$ cat config.mk
export PLATFORM = sky130hd
export DESIGN_NAME = aabb_pair_collision_contact
export DESIGN_NICKNAME = d
export VERILOG_FILES = /design/src/rtl/apc_pkg.sv /design/src/rtl/aabb_pair_collision_contact.sv
export SDC_FILE = /design/constraint.sdc
export NUM_CORES = 2
export LEC_CHECK = 0
export BUFFER_PORTS_ARGS = -buffer_cell sky130_fd_sc_hd__buf_4
export CORE_MARGIN = 4
export CORE_UTILIZATION = 50
export DETAILED_ROUTE_END_ITERATION = 10
export HOLD_SLACK_MARGIN = 0.02
export PLACE_DENSITY = 0.69
export REMOVE_ABC_BUFFERS = 1
export SYNTH_ARGS = -nofsm -noshare
export SYNTH_HDL_FRONTEND = slang
export SYNTH_SLANG_ARGS = --single-unit
$ cat constraint.sdc
create_clock -name clk -period 16.6 [get_ports clk]
set_input_delay 0.83 -clock clk [delete_from_list [all_inputs] [get_ports clk]]
set_output_delay 0.83 -clock clk [all_outputs]
set_load 0.02 [all_outputs]
$ cat src/rtl/apc_pkg.sv
// Types and constants shared by the box collision block and its checker.
package apc_pkg;

  // Field widths of the box description and of the results.
  localparam int CENTER_W = 31;
  localparam int SIZE_W   = 30;
  localparam int HALF_W   = SIZE_W - 1;
  localparam int EDGE_W   = CENTER_W + 1;
  localparam int GAP_W    = EDGE_W + 1;
  localparam int COORD_W  = 32;
  localparam int NORMAL_W = 2;

  // Unit normal components.
  localparam logic signed [NORMAL_W-1:0] NORM_ZERO = 2'sb00;
  localparam logic signed [NORMAL_W-1:0] NORM_POS  = 2'sb01;
  localparam logic signed [NORMAL_W-1:0] NORM_NEG  = 2'sb11;

  // Faces in tie-break order.
  typedef enum logic [1:0] {
    FACE_POS_X,
    FACE_NEG_X,
    FACE_POS_Y,
    FACE_NEG_Y
  } face_t;

  // One box as it arrives: centre and full size.
  typedef struct packed {
    logic signed [CENTER_W-1:0] cx;
    logic signed [CENTER_W-1:0] cy;
    logic [SIZE_W-1:0]          w;
    logic [SIZE_W-1:0]          h;
  } box_t;

endpackage

$ cat src/rtl/aabb_pair_collision_contact.sv
// Box pair collision test with contact point, face normal and penetration depth.
//
// The block takes one pair of axis-aligned boxes per clock and returns one
// result per pair, so it sustains one transfer per cycle on both channels
// while the output is not stalled. A pair is captured in the input register,
// all edge, overlap, clamp and minimum-gap logic runs in a single pass to the
// result register, and the result is offered once the result register has
// loaded it. Both registers move independently, so a new pair is taken while
// a finished result still waits on a stalled output; the input stalls only
// when both registers are full and the output is stalled.
module aabb_pair_collision_contact (
  input  logic                                 clk,
  input  logic                                 rst,
  input  logic                                 in_valid,
  output logic                                 in_stall,
  input  logic signed [apc_pkg::CENTER_W-1:0]  own_center_x,
  input  logic signed [apc_pkg::CENTER_W-1:0]  own_center_y,
  input  logic        [apc_pkg::SIZE_W-1:0]    own_width,
  input  logic        [apc_pkg::SIZE_W-1:0]    own_height,
  input  logic signed [apc_pkg::CENTER_W-1:0]  other_center_x,
  input  logic signed [apc_pkg::CENTER_W-1:0]  other_center_y,
  input  logic        [apc_pkg::SIZE_W-1:0]    other_width,
  input  logic        [apc_pkg::SIZE_W-1:0]    other_height,
  output logic                                 out_valid,
  input  logic                                 out_stall,
  output logic                                 hit,
  output logic signed [apc_pkg::COORD_W-1:0]   contact_x,
  output logic signed [apc_pkg::COORD_W-1:0]   contact_y,
  output logic signed [apc_pkg::NORMAL_W-1:0]  normal_x,
  output logic signed [apc_pkg::NORMAL_W-1:0]  normal_y,
  output logic        [apc_pkg::COORD_W-1:0]   penetration
);
  import apc_pkg::*;

  // Absolute difference between edges a and b; the gap always fits the coordinate width.
  function automatic logic [COORD_W-1:0] abs_gap(input logic signed [EDGE_W-1:0] a,
                                                 input logic signed [EDGE_W-1:0] b);
    logic signed [GAP_W-1:0] d;
    logic signed [GAP_W-1:0] nd;
    d  = {a[EDGE_W-1], a} - {b[EDGE_W-1], b};
    nd = -d;
    return d[GAP_W-1] ? nd[COORD_W-1:0] : d[COORD_W-1:0];
  endfunction

  // Sign-extend a centre to edge width.
  function automatic logic signed [EDGE_W-1:0] ext_c(input logic signed [CENTER_W-1:0] c);
    return {c[CENTER_W-1], c};
  endfunction

  // Zero-extend a half extent to edge width.
  function automatic logic signed [EDGE_W-1:0] ext_h(input logic [HALF_W-1:0] h);
    return {{(EDGE_W - HALF_W){1'b0}}, h};
  endfunction

  logic pair_valid;
  box_t own_box;
  box_t other_box;

  logic pair_ready;
  logic out_ready;

  logic [HALF_W-1:0] own_hw, own_hh, oth_hw, oth_hh;
  logic signed [EDGE_W-1:0] a_left, a_right, a_bot, a_top;
  logic signed [EDGE_W-1:0] b_left, b_right, b_bot, b_top;
  logic overlap;

  logic signed [EDGE_W-1:0] dx, dy, hx, hy, nhx, nhy, clx, cly;
  logic signed [EDGE_W-1:0] cx_sum, cy_sum;

  logic [COORD_W-1:0] g_px, g_nx, g_py, g_ny;
  logic               x_neg, y_neg, pick_y;
  logic [COORD_W-1:0] x_min, y_min, best;
  face_t              face;
  logic signed [NORMAL_W-1:0] nrm_x, nrm_y;

  // Handshake: each register advances when the stage after it can take data.
  assign out_ready  = !out_valid || !out_stall;
  assign pair_ready = !pair_valid || out_ready;
  assign in_stall   = !pair_ready;

  // Input register.
  always_ff @(posedge clk) begin
    if (rst) begin
      pair_valid <= 1'b0;
    end else if (pair_ready) begin
      pair_valid <= in_valid;
    end
  end

  always_ff @(posedge clk) begin
    if (pair_ready && in_valid) begin
      own_box   <= '{cx: own_center_x, cy: own_center_y, w: own_width, h: own_height};
      other_box <= '{cx: other_center_x, cy: other_center_y,
                     w: other_width, h: other_height};
    end
  end

  // Half extents and box edges.
  always_comb begin
    own_hw  = own_box.w[SIZE_W-1:1];
    own_hh  = own_box.h[SIZE_W-1:1];
    oth_hw  = other_box.w[SIZE_W-1:1];
    oth_hh  = other_box.h[SIZE_W-1:1];
    a_left  = ext_c(own_box.cx) - ext_h(own_hw);
    a_right = ext_c(own_box.cx) + ext_h(own_hw);
    a_bot   = ext_c(own_box.cy) - ext_h(own_hh);
    a_top   = ext_c(own_box.cy) + ext_h(own_hh);
    b_left  = ext_c(other_box.cx) - ext_h(oth_hw);
    b_right = ext_c(other_box.cx) + ext_h(oth_hw);
    b_bot   = ext_c(other_box.cy) - ext_h(oth_hh);
    b_top   = ext_c(other_box.cy) + ext_h(oth_hh);
    overlap = (a_right > b_left) && (a_left < b_right) &&
              (a_top > b_bot) && (a_bot < b_top);
  end

  // Contact point: centre difference clamped to the own half extents.
  always_comb begin
    dx  = ext_c(other_box.cx) - ext_c(own_box.cx);
    dy  = ext_c(other_box.cy) - ext_c(own_box.cy);
    hx  = ext_h(own_hw);
    hy  = ext_h(own_hh);
    nhx = -hx;
    nhy = -hy;
    if (dx > hx) begin
      clx = hx;
    end else if (dx < nhx) begin
      clx = nhx;
    end else begin
      clx = dx;
    end
    if (dy > hy) begin
      cly = hy;
    end else if (dy < nhy) begin
      cly = nhy;
    end else begin
      cly = dy;
    end
    cx_sum = ext_c(own_box.cx) + clx;
    cy_sum = ext_c(own_box.cy) + cly;
  end

  // Face gaps and a two-level minimum; on ties the earlier face wins.
  always_comb begin
    g_px   = abs_gap(a_right, b_left);
    g_nx   = abs_gap(a_left, b_right);
    g_py   = abs_gap(a_top, b_bot);
    g_ny   = abs_gap(a_bot, b_top);
    x_neg  = g_nx < g_px;
    y_neg  = g_ny < g_py;
    x_min  = x_neg ? g_nx : g_px;
    y_min  = y_neg ? g_ny : g_py;
    pick_y = y_min < x_min;
    best   = pick_y ? y_min : x_min;
    if (pick_y) begin
      face = y_neg ? FACE_NEG_Y : FACE_POS_Y;
    end else begin
      face = x_neg ? FACE_NEG_X : FACE_POS_X;
    end
  end

  // Unit normal of the chosen face.
  always_comb begin
    unique case (face)
      FACE_POS_X: begin
        nrm_x = NORM_POS;
        nrm_y = NORM_ZERO;
      end
      FACE_NEG_X: begin
        nrm_x = NORM_NEG;
        nrm_y = NORM_ZERO;
      end
      FACE_POS_Y: begin
        nrm_x = NORM_ZERO;
        nrm_y = NORM_POS;
      end
      FACE_NEG_Y: begin
        nrm_x = NORM_ZERO;
        nrm_y = NORM_NEG;
      end
      default: begin
        nrm_x = NORM_ZERO;
        nrm_y = NORM_ZERO;
      end
    endcase
  end

  // Result register; a miss reports all-zero fields.
  always_ff @(posedge clk) begin
    if (rst) begin
      out_valid <= 1'b0;
    end else if (out_ready) begin
      out_valid <= pair_valid;
    end
  end

  always_ff @(posedge clk) begin
    if (out_ready && pair_valid) begin
      hit         <= overlap;
      contact_x   <= overlap ? cx_sum[COORD_W-1:0] : '0;
      contact_y   <= overlap ? cy_sum[COORD_W-1:0] : '0;
      normal_x    <= overlap ? nrm_x : NORM_ZERO;
      normal_y    <= overlap ? nrm_y : NORM_ZERO;
      penetration <= overlap ? best : '0;
    end
  end

endmodule

# [Word-level counts from Yosys, hierarchy flattened]
# Index checks and enable logic that the tools add are counted.
[totals] regBits=347 latchBits=0 ramBits=0 mem_bits_ro=0 in_bits=248 output_inout_bits=103 wordCells=82 n_memories=0
[op_classes] n_addsub=22 n_mul=0 div_mod_pow=0 n_lt_le_gt_ge=11 eq_ne=3 shift=0 n_mux=16 bitwise_logic=0 n_reduce_logical=14
[op_table] op="$mux W32" count=11
[op_table] op="$lt A32 B32 Y1" count=7
[op_table] op="$sub A32 B32 Y33" count=4
[op_table] op="$add A31 B30 Y32" count=4
[op_table] op="$neg A32 Y32" count=4
[op_table] op="$sub A31 B30 Y32" count=4
[op_table] op="$add A31 B32 Y32" count=2
[op_table] op="$gt A32 B30 Y1" count=2
[op_table] op="$gt A32 B32 Y1" count=2
[op_table] op="$neg A29 Y32" count=2
[op_table] op="$sub A31 B31 Y32" count=2
[op_table] op="$pmux W2 S3" count=2
[op_table] op="$logic_and A1 B1 Y1" count=5
[op_table] op="$eq A2 B2 Y1 const B" count=2
[op_table] op="$logic_not A1 Y1" count=4
[op_table] op="$reduce_or A2 Y1" count=2
[op_table] op="$eq A2 B1 Y1 const B" count=1
[op_table] op="$logic_not A2 Y1" count=1
[op_table] op="$logic_or A1 B1 Y1" count=2
[op_table] op="$mux W1" count=2
[op_table] op="$mux W2" count=1

# [Logic depth before layout (Yosys ltp)]
[depth] ltp_word=11 depth_mapped=57 ltp_nobuf=53

# [Least setup slack after synthesis]
# Ideal clock, no wire load.
[synth_timing] path_kind="input to register" from="input port out_stall" to="register own_box (netlist bit hx[0]) (enable)" setup_time_ns=0.868 t_arrival_ns=11.586 required_ns=15.732 slack_ns=4.146 path_stages=2 path_buffers=0 path_cell_list="and3_1 > nor2b_1"
[synth_via] elab_chain_cells=4
[synth_lines] item="start: declaration" line="aabb_pair_collision_contact.sv:25" source="input logic out_stall,"
[synth_lines] item="$logic_not A1 Y1" line="aabb_pair_collision_contact.sv:77" source="assign out_ready = !out_valid || !out_stall;"
[synth_lines] item="$logic_or A1 B1 Y1" line="aabb_pair_collision_contact.sv:77"
[synth_lines] item="$logic_or A1 B1 Y1" line="aabb_pair_collision_contact.sv:78" source="assign pair_ready = !pair_valid || out_ready;"
[synth_lines] item="$logic_and A1 B1 Y1" line="aabb_pair_collision_contact.sv:91" source="if (pair_ready && in_valid) begin"
[synth_lines] item="end signal: assignment" line="aabb_pair_collision_contact.sv:92" source="own_box <= '{cx: own_center_x, cy: own_center_y, w: own_width, h: own_height};"
[synth_lines] item="end: declaration" line="aabb_pair_collision_contact.sv:56" source="box_t own_box;"
# No other way between the ends.
# A chain may end at the register's enable or synchronous reset.

# [Worst setup path after layout]
[layout_timing] from="register own_box (netlist bit hy[2])" to="register penetration[30] in the netlist's numbering, data pin"
[layout_via] elab_chain_cells=8 elab_cells_between_ends=16 classes_between="6 x add/sub; 4 x order compare; 4 x mux; 2 x reduce/logical"
[layout_lines] item="$sub A31 B30 Y32 / $add A31 B30 Y32 (equally long branches)" line="aabb_pair_collision_contact.sv:106, aabb_pair_collision_contact.sv:107"
[layout_lines] item="$sub A32 B32 Y33" line="aabb_pair_collision_contact.sv:40" source="d = {a[EDGE_W-1], a} - {b[EDGE_W-1], b};"
[layout_lines] item="$neg A32 Y32" line="aabb_pair_collision_contact.sv:41" source="nd = -d;"
[layout_lines] item="$mux W32" line="aabb_pair_collision_contact.sv:42" source="return d[GAP_W-1] ? nd[COORD_W-1:0] : d[COORD_W-1:0];"
[layout_lines] item="$lt A32 B32 Y1" line="aabb_pair_collision_contact.sv:149" source="y_neg = g_ny < g_py;"
[layout_lines] item="$mux W32" line="aabb_pair_collision_contact.sv:151" source="y_min = y_neg ? g_ny : g_py;"
[layout_lines] item="$lt A32 B32 Y1" line="aabb_pair_collision_contact.sv:152" source="pick_y = y_min < x_min;"
[layout_lines] item="$mux W32" line="aabb_pair_collision_contact.sv:153" source="best = pick_y ? y_min : x_min;"
[layout_lines] item="end signal: assignment" line="aabb_pair_collision_contact.sv:203" source="penetration <= overlap ? best : '0;"
[layout_lines] item="end: declaration" line="aabb_pair_collision_contact.sv:31" source="output logic [apc_pkg::COORD_W-1:0] penetration"
# Parallel ways exist; a longest one is shown, timed or not.

==> flow_summary.toml <==
[outcome]
outcome = "finished clean"

[hold_path]
hp-start = "own_center_y[18]"
hp-class = "in2reg"

[sta]
rsz0062_at_grt = "false"
fin_crit_sh_pct = 78.0
drv_slew = 0
max_freq_mhz = 77.3
fin_crit_ns = 12.94
slew_headroom_pct = 28.7
hold_viol_final = 0
tightestPinTransition_ns = 1.06
fin_tns_setup_ns = 0
fin_skew_ns = 0.0660
setup_viol = 0

[detailed_routing]
routed_wl_um = 141000
topRoutingLayerUsed = "met4"
met3WireLength_um = 10100
viasPerCell = 5.92
wire_per_inst_um = 19.7
ant_nets = 0
met1_length_um = 68100
route.detailed.drc = 0
first_pass_iters = 6
drt-initial-drc-count = 3889
via_count = 42300
dr_wl_met2_um = 60100

[final_layout]
layout_commonest_cell = "ha_1"
insertedDiodeCount = 0
area_growth_pct = 11.2
fill_cells = 8418
final_layout_size_suffix_gt1_share_pct = 8.92
seqCellArea_um2 = 10300
final_cell_mix = "707 x ha_1, 532 x a21oi_1, 525 x nor2_1"
fin_nets = 6845
multi_input_area_um2 = 33900

[synth]
yosysSeqAreaShare_pct = 22.2
yosysTopAreaCellShare_pct = 22.1
yosys_warnings = 0
synthSimpleGateAreaFrac_pct = 17.7
synth_edf_count = 341
synth_area_um2 = 46400
synthMuxAreaShare_pct = 1.43
ys_types = 103
synth-seq-cells = 343
synth_xor_area_share_pct = 10.9
synthAdderAreaFrac_pct = 19.8
yosysTopAreaCell = "edfxtp_1"
netlist_top_cells_area = "edfxtp_1 22%, ha_1 19%, xnor2_1 7.6%, a21oi_1 5.7%, nor2_1 4.3%"
synth_compound_area_share_pct = 23.0
syn_avg_cell_area_um2 = 8.24
netlist_instances = 5632
ys.flop_type = "edfxtp_1"
async_flop_share_pct = 0
synth_top_family_by_area = "compound AO/OA/AOI/OAI gates"

[grt]
grt.total_usage_pct = 27.7
grt_pass1_vias = 39200
antenna_found_initial = 4
grt_first_pass_wirelength_um = 218000
grt_max_degree = 65
grt_overflow = 0

[cts]
clk_latency_ns = 0.65
cts_buffer_depth = 3
clk_pin_slew_ns = 0.06
cts_hold_buf = 0
cts_sinks = 343
root_buffer = "clkbuf_16"
cts_tree = "built"
h-tree-depth = 2
post_cts_buffers = 0
cts_buffers = 42
cts_resized = 0

[critical_path]
critPathLaunch = "hy[2]"
end_kind = "register"
critPathKind = "reg2reg"
crit_slowest_cell = "o221a_2"
crit_top_cell = "o21ai_0"
cp.arrival_ns = 13.29
crit_fanout = 41
worstReg2RegStart = "hy[2]"
crit_required_ns = 16.94
slowest_delay_ns = 0.69
startpoint_type = "register"

[floorplanning]
io_pins = 351
row_count = 111
die-area_um2 = 97700
coreArea_um2 = 91800
start_util_pct = 50.5
die_w_um = 313
die_h_um = 313

[pwr]
ir_drop_uv = 204
total_power_uw = 9100
pwr_density_cell_nw_per_um2 = 176
p_leak_uw = 0.0228

[placed_design]
dpl.hpwl_um = 117000
portBuffers = 346
place.gp.congestion = 0.953

[run]
timing.max_cap.violations = 0
## registers in the layout (all words and copies together) (netlist names)
name,cells
contact_y,32
oth_hh,29
hx,29
hy,29
normal_x,2
other_box,62
own_box,62
contact_x,32
oth_hw,29
normal_y,2
hit,1
out_valid,1
pair_valid,1
penetration,32
## layer usage
layer	track usage (%)	vias up
met5	0	-
met3	3.25	134
met1	41.5	20000
met2	42.7	1340
met4	5.95	0
li1	-	20900
## Yosys cell counts (19+ instances only)
master	instances
nor2b_1	96
or3_1	30
nor2_1	527
o21a_1	81
a211oi_1	47
ha_1	707
mux2i_1	56
nor3b_1	19
nand4_1	67
a21o_1	186
nand2b_1	100
inv_1	444
nor3_1	144
o31a_1	21
or2_2	20
edfxtp_1	341
o21bai_1	86
a2111oi_0	19
o211ai_1	35
a211o_1	25
o21ai_1	24
o31ai_1	36
and3_1	60
nand2_1	317
xnor2_1	402
nand3_1	106
a21oi_1	532
o21ai_0	268
and2_1	45
clkbuf_1	149
nor4_1	39
a31oi_1	75
xor2_1	172
## worst paths after layout
path	slack, ns	end	cells past startpoint
setup reg to reg	3.66	penetration[30]	48
hold reg to reg	0.50	out_valid	2
hold / removal	0.35	own_box[78]	1
setup / recovery	3.66	penetration[30]	48
## worst max-delay path: cells and delay by family (launching register included)
family,cells,cell delay (ns)
AOI/OAI and AO/OA,21,5.11
xor gates and xnor gates,2,0.67
adders and majority gates,4,1.33
buffers and inverters,4,0.87
DFF,1,0.49
muxes,1,0.28
and+or+nand+nor,16,3.87
## final cells by class
type / instances / share of cell area, %
multi-input combinational: 4673 / 65.7
sequential: 343 / 19.9
timing repair buffer: 368 / 5.36
inverter: 446 / 3.25
tap: 1243 / 3.02
clock buffer: 49 / 2.09
clock inverter: 28 / 0.711
## where the power goes
part           total [µW]  leakage (µW)  internal, µW  switching (µW)
logic                7020        0.0188          2750            4270
registers            1110       0.00327          1050            64.3
clock network         970      0.000699           557             413
total                9100        0.0228          4350            4750
## cells by family (layout without fill, tap and decap cells)
family | count (synthesis) | in the layout
AO/OA/AOI/OAI | 1652 | 1652
AND/OR/NAND/NOR | 1657 | 1657
multiplexers | 65 | 65
buffers and inverters | 616 | 891
flip-flops | 343 | 343
adder cells (fa/ha/maj) | 723 | 723
XOR/XNOR | 576 | 576
## stage by stage
step | util [%] | instance area [µm²] | setup slack [ns] | hold slack (ns) | std cells
3_5_place_dp | 54.6 | 50100 | 3.96 | 0.488 | 7073
2_1_floorplan | - | 45700 | 4.15 | 0.444 | 5462
3_3_place_gp | 54.6 | 50100 | 4.04 | 0.481 | 7073
4_1_cts | 56.2 | 51600 | 3.84 | 0.316 | 7150
5_1_grt | 56.2 | 51600 | 2.65 | 0.335 | 7150
6_report | 56.2 | 51600 | 3.66 | 0.354 | 7150
Note: power is estimated with default switching activity, not from simulation.
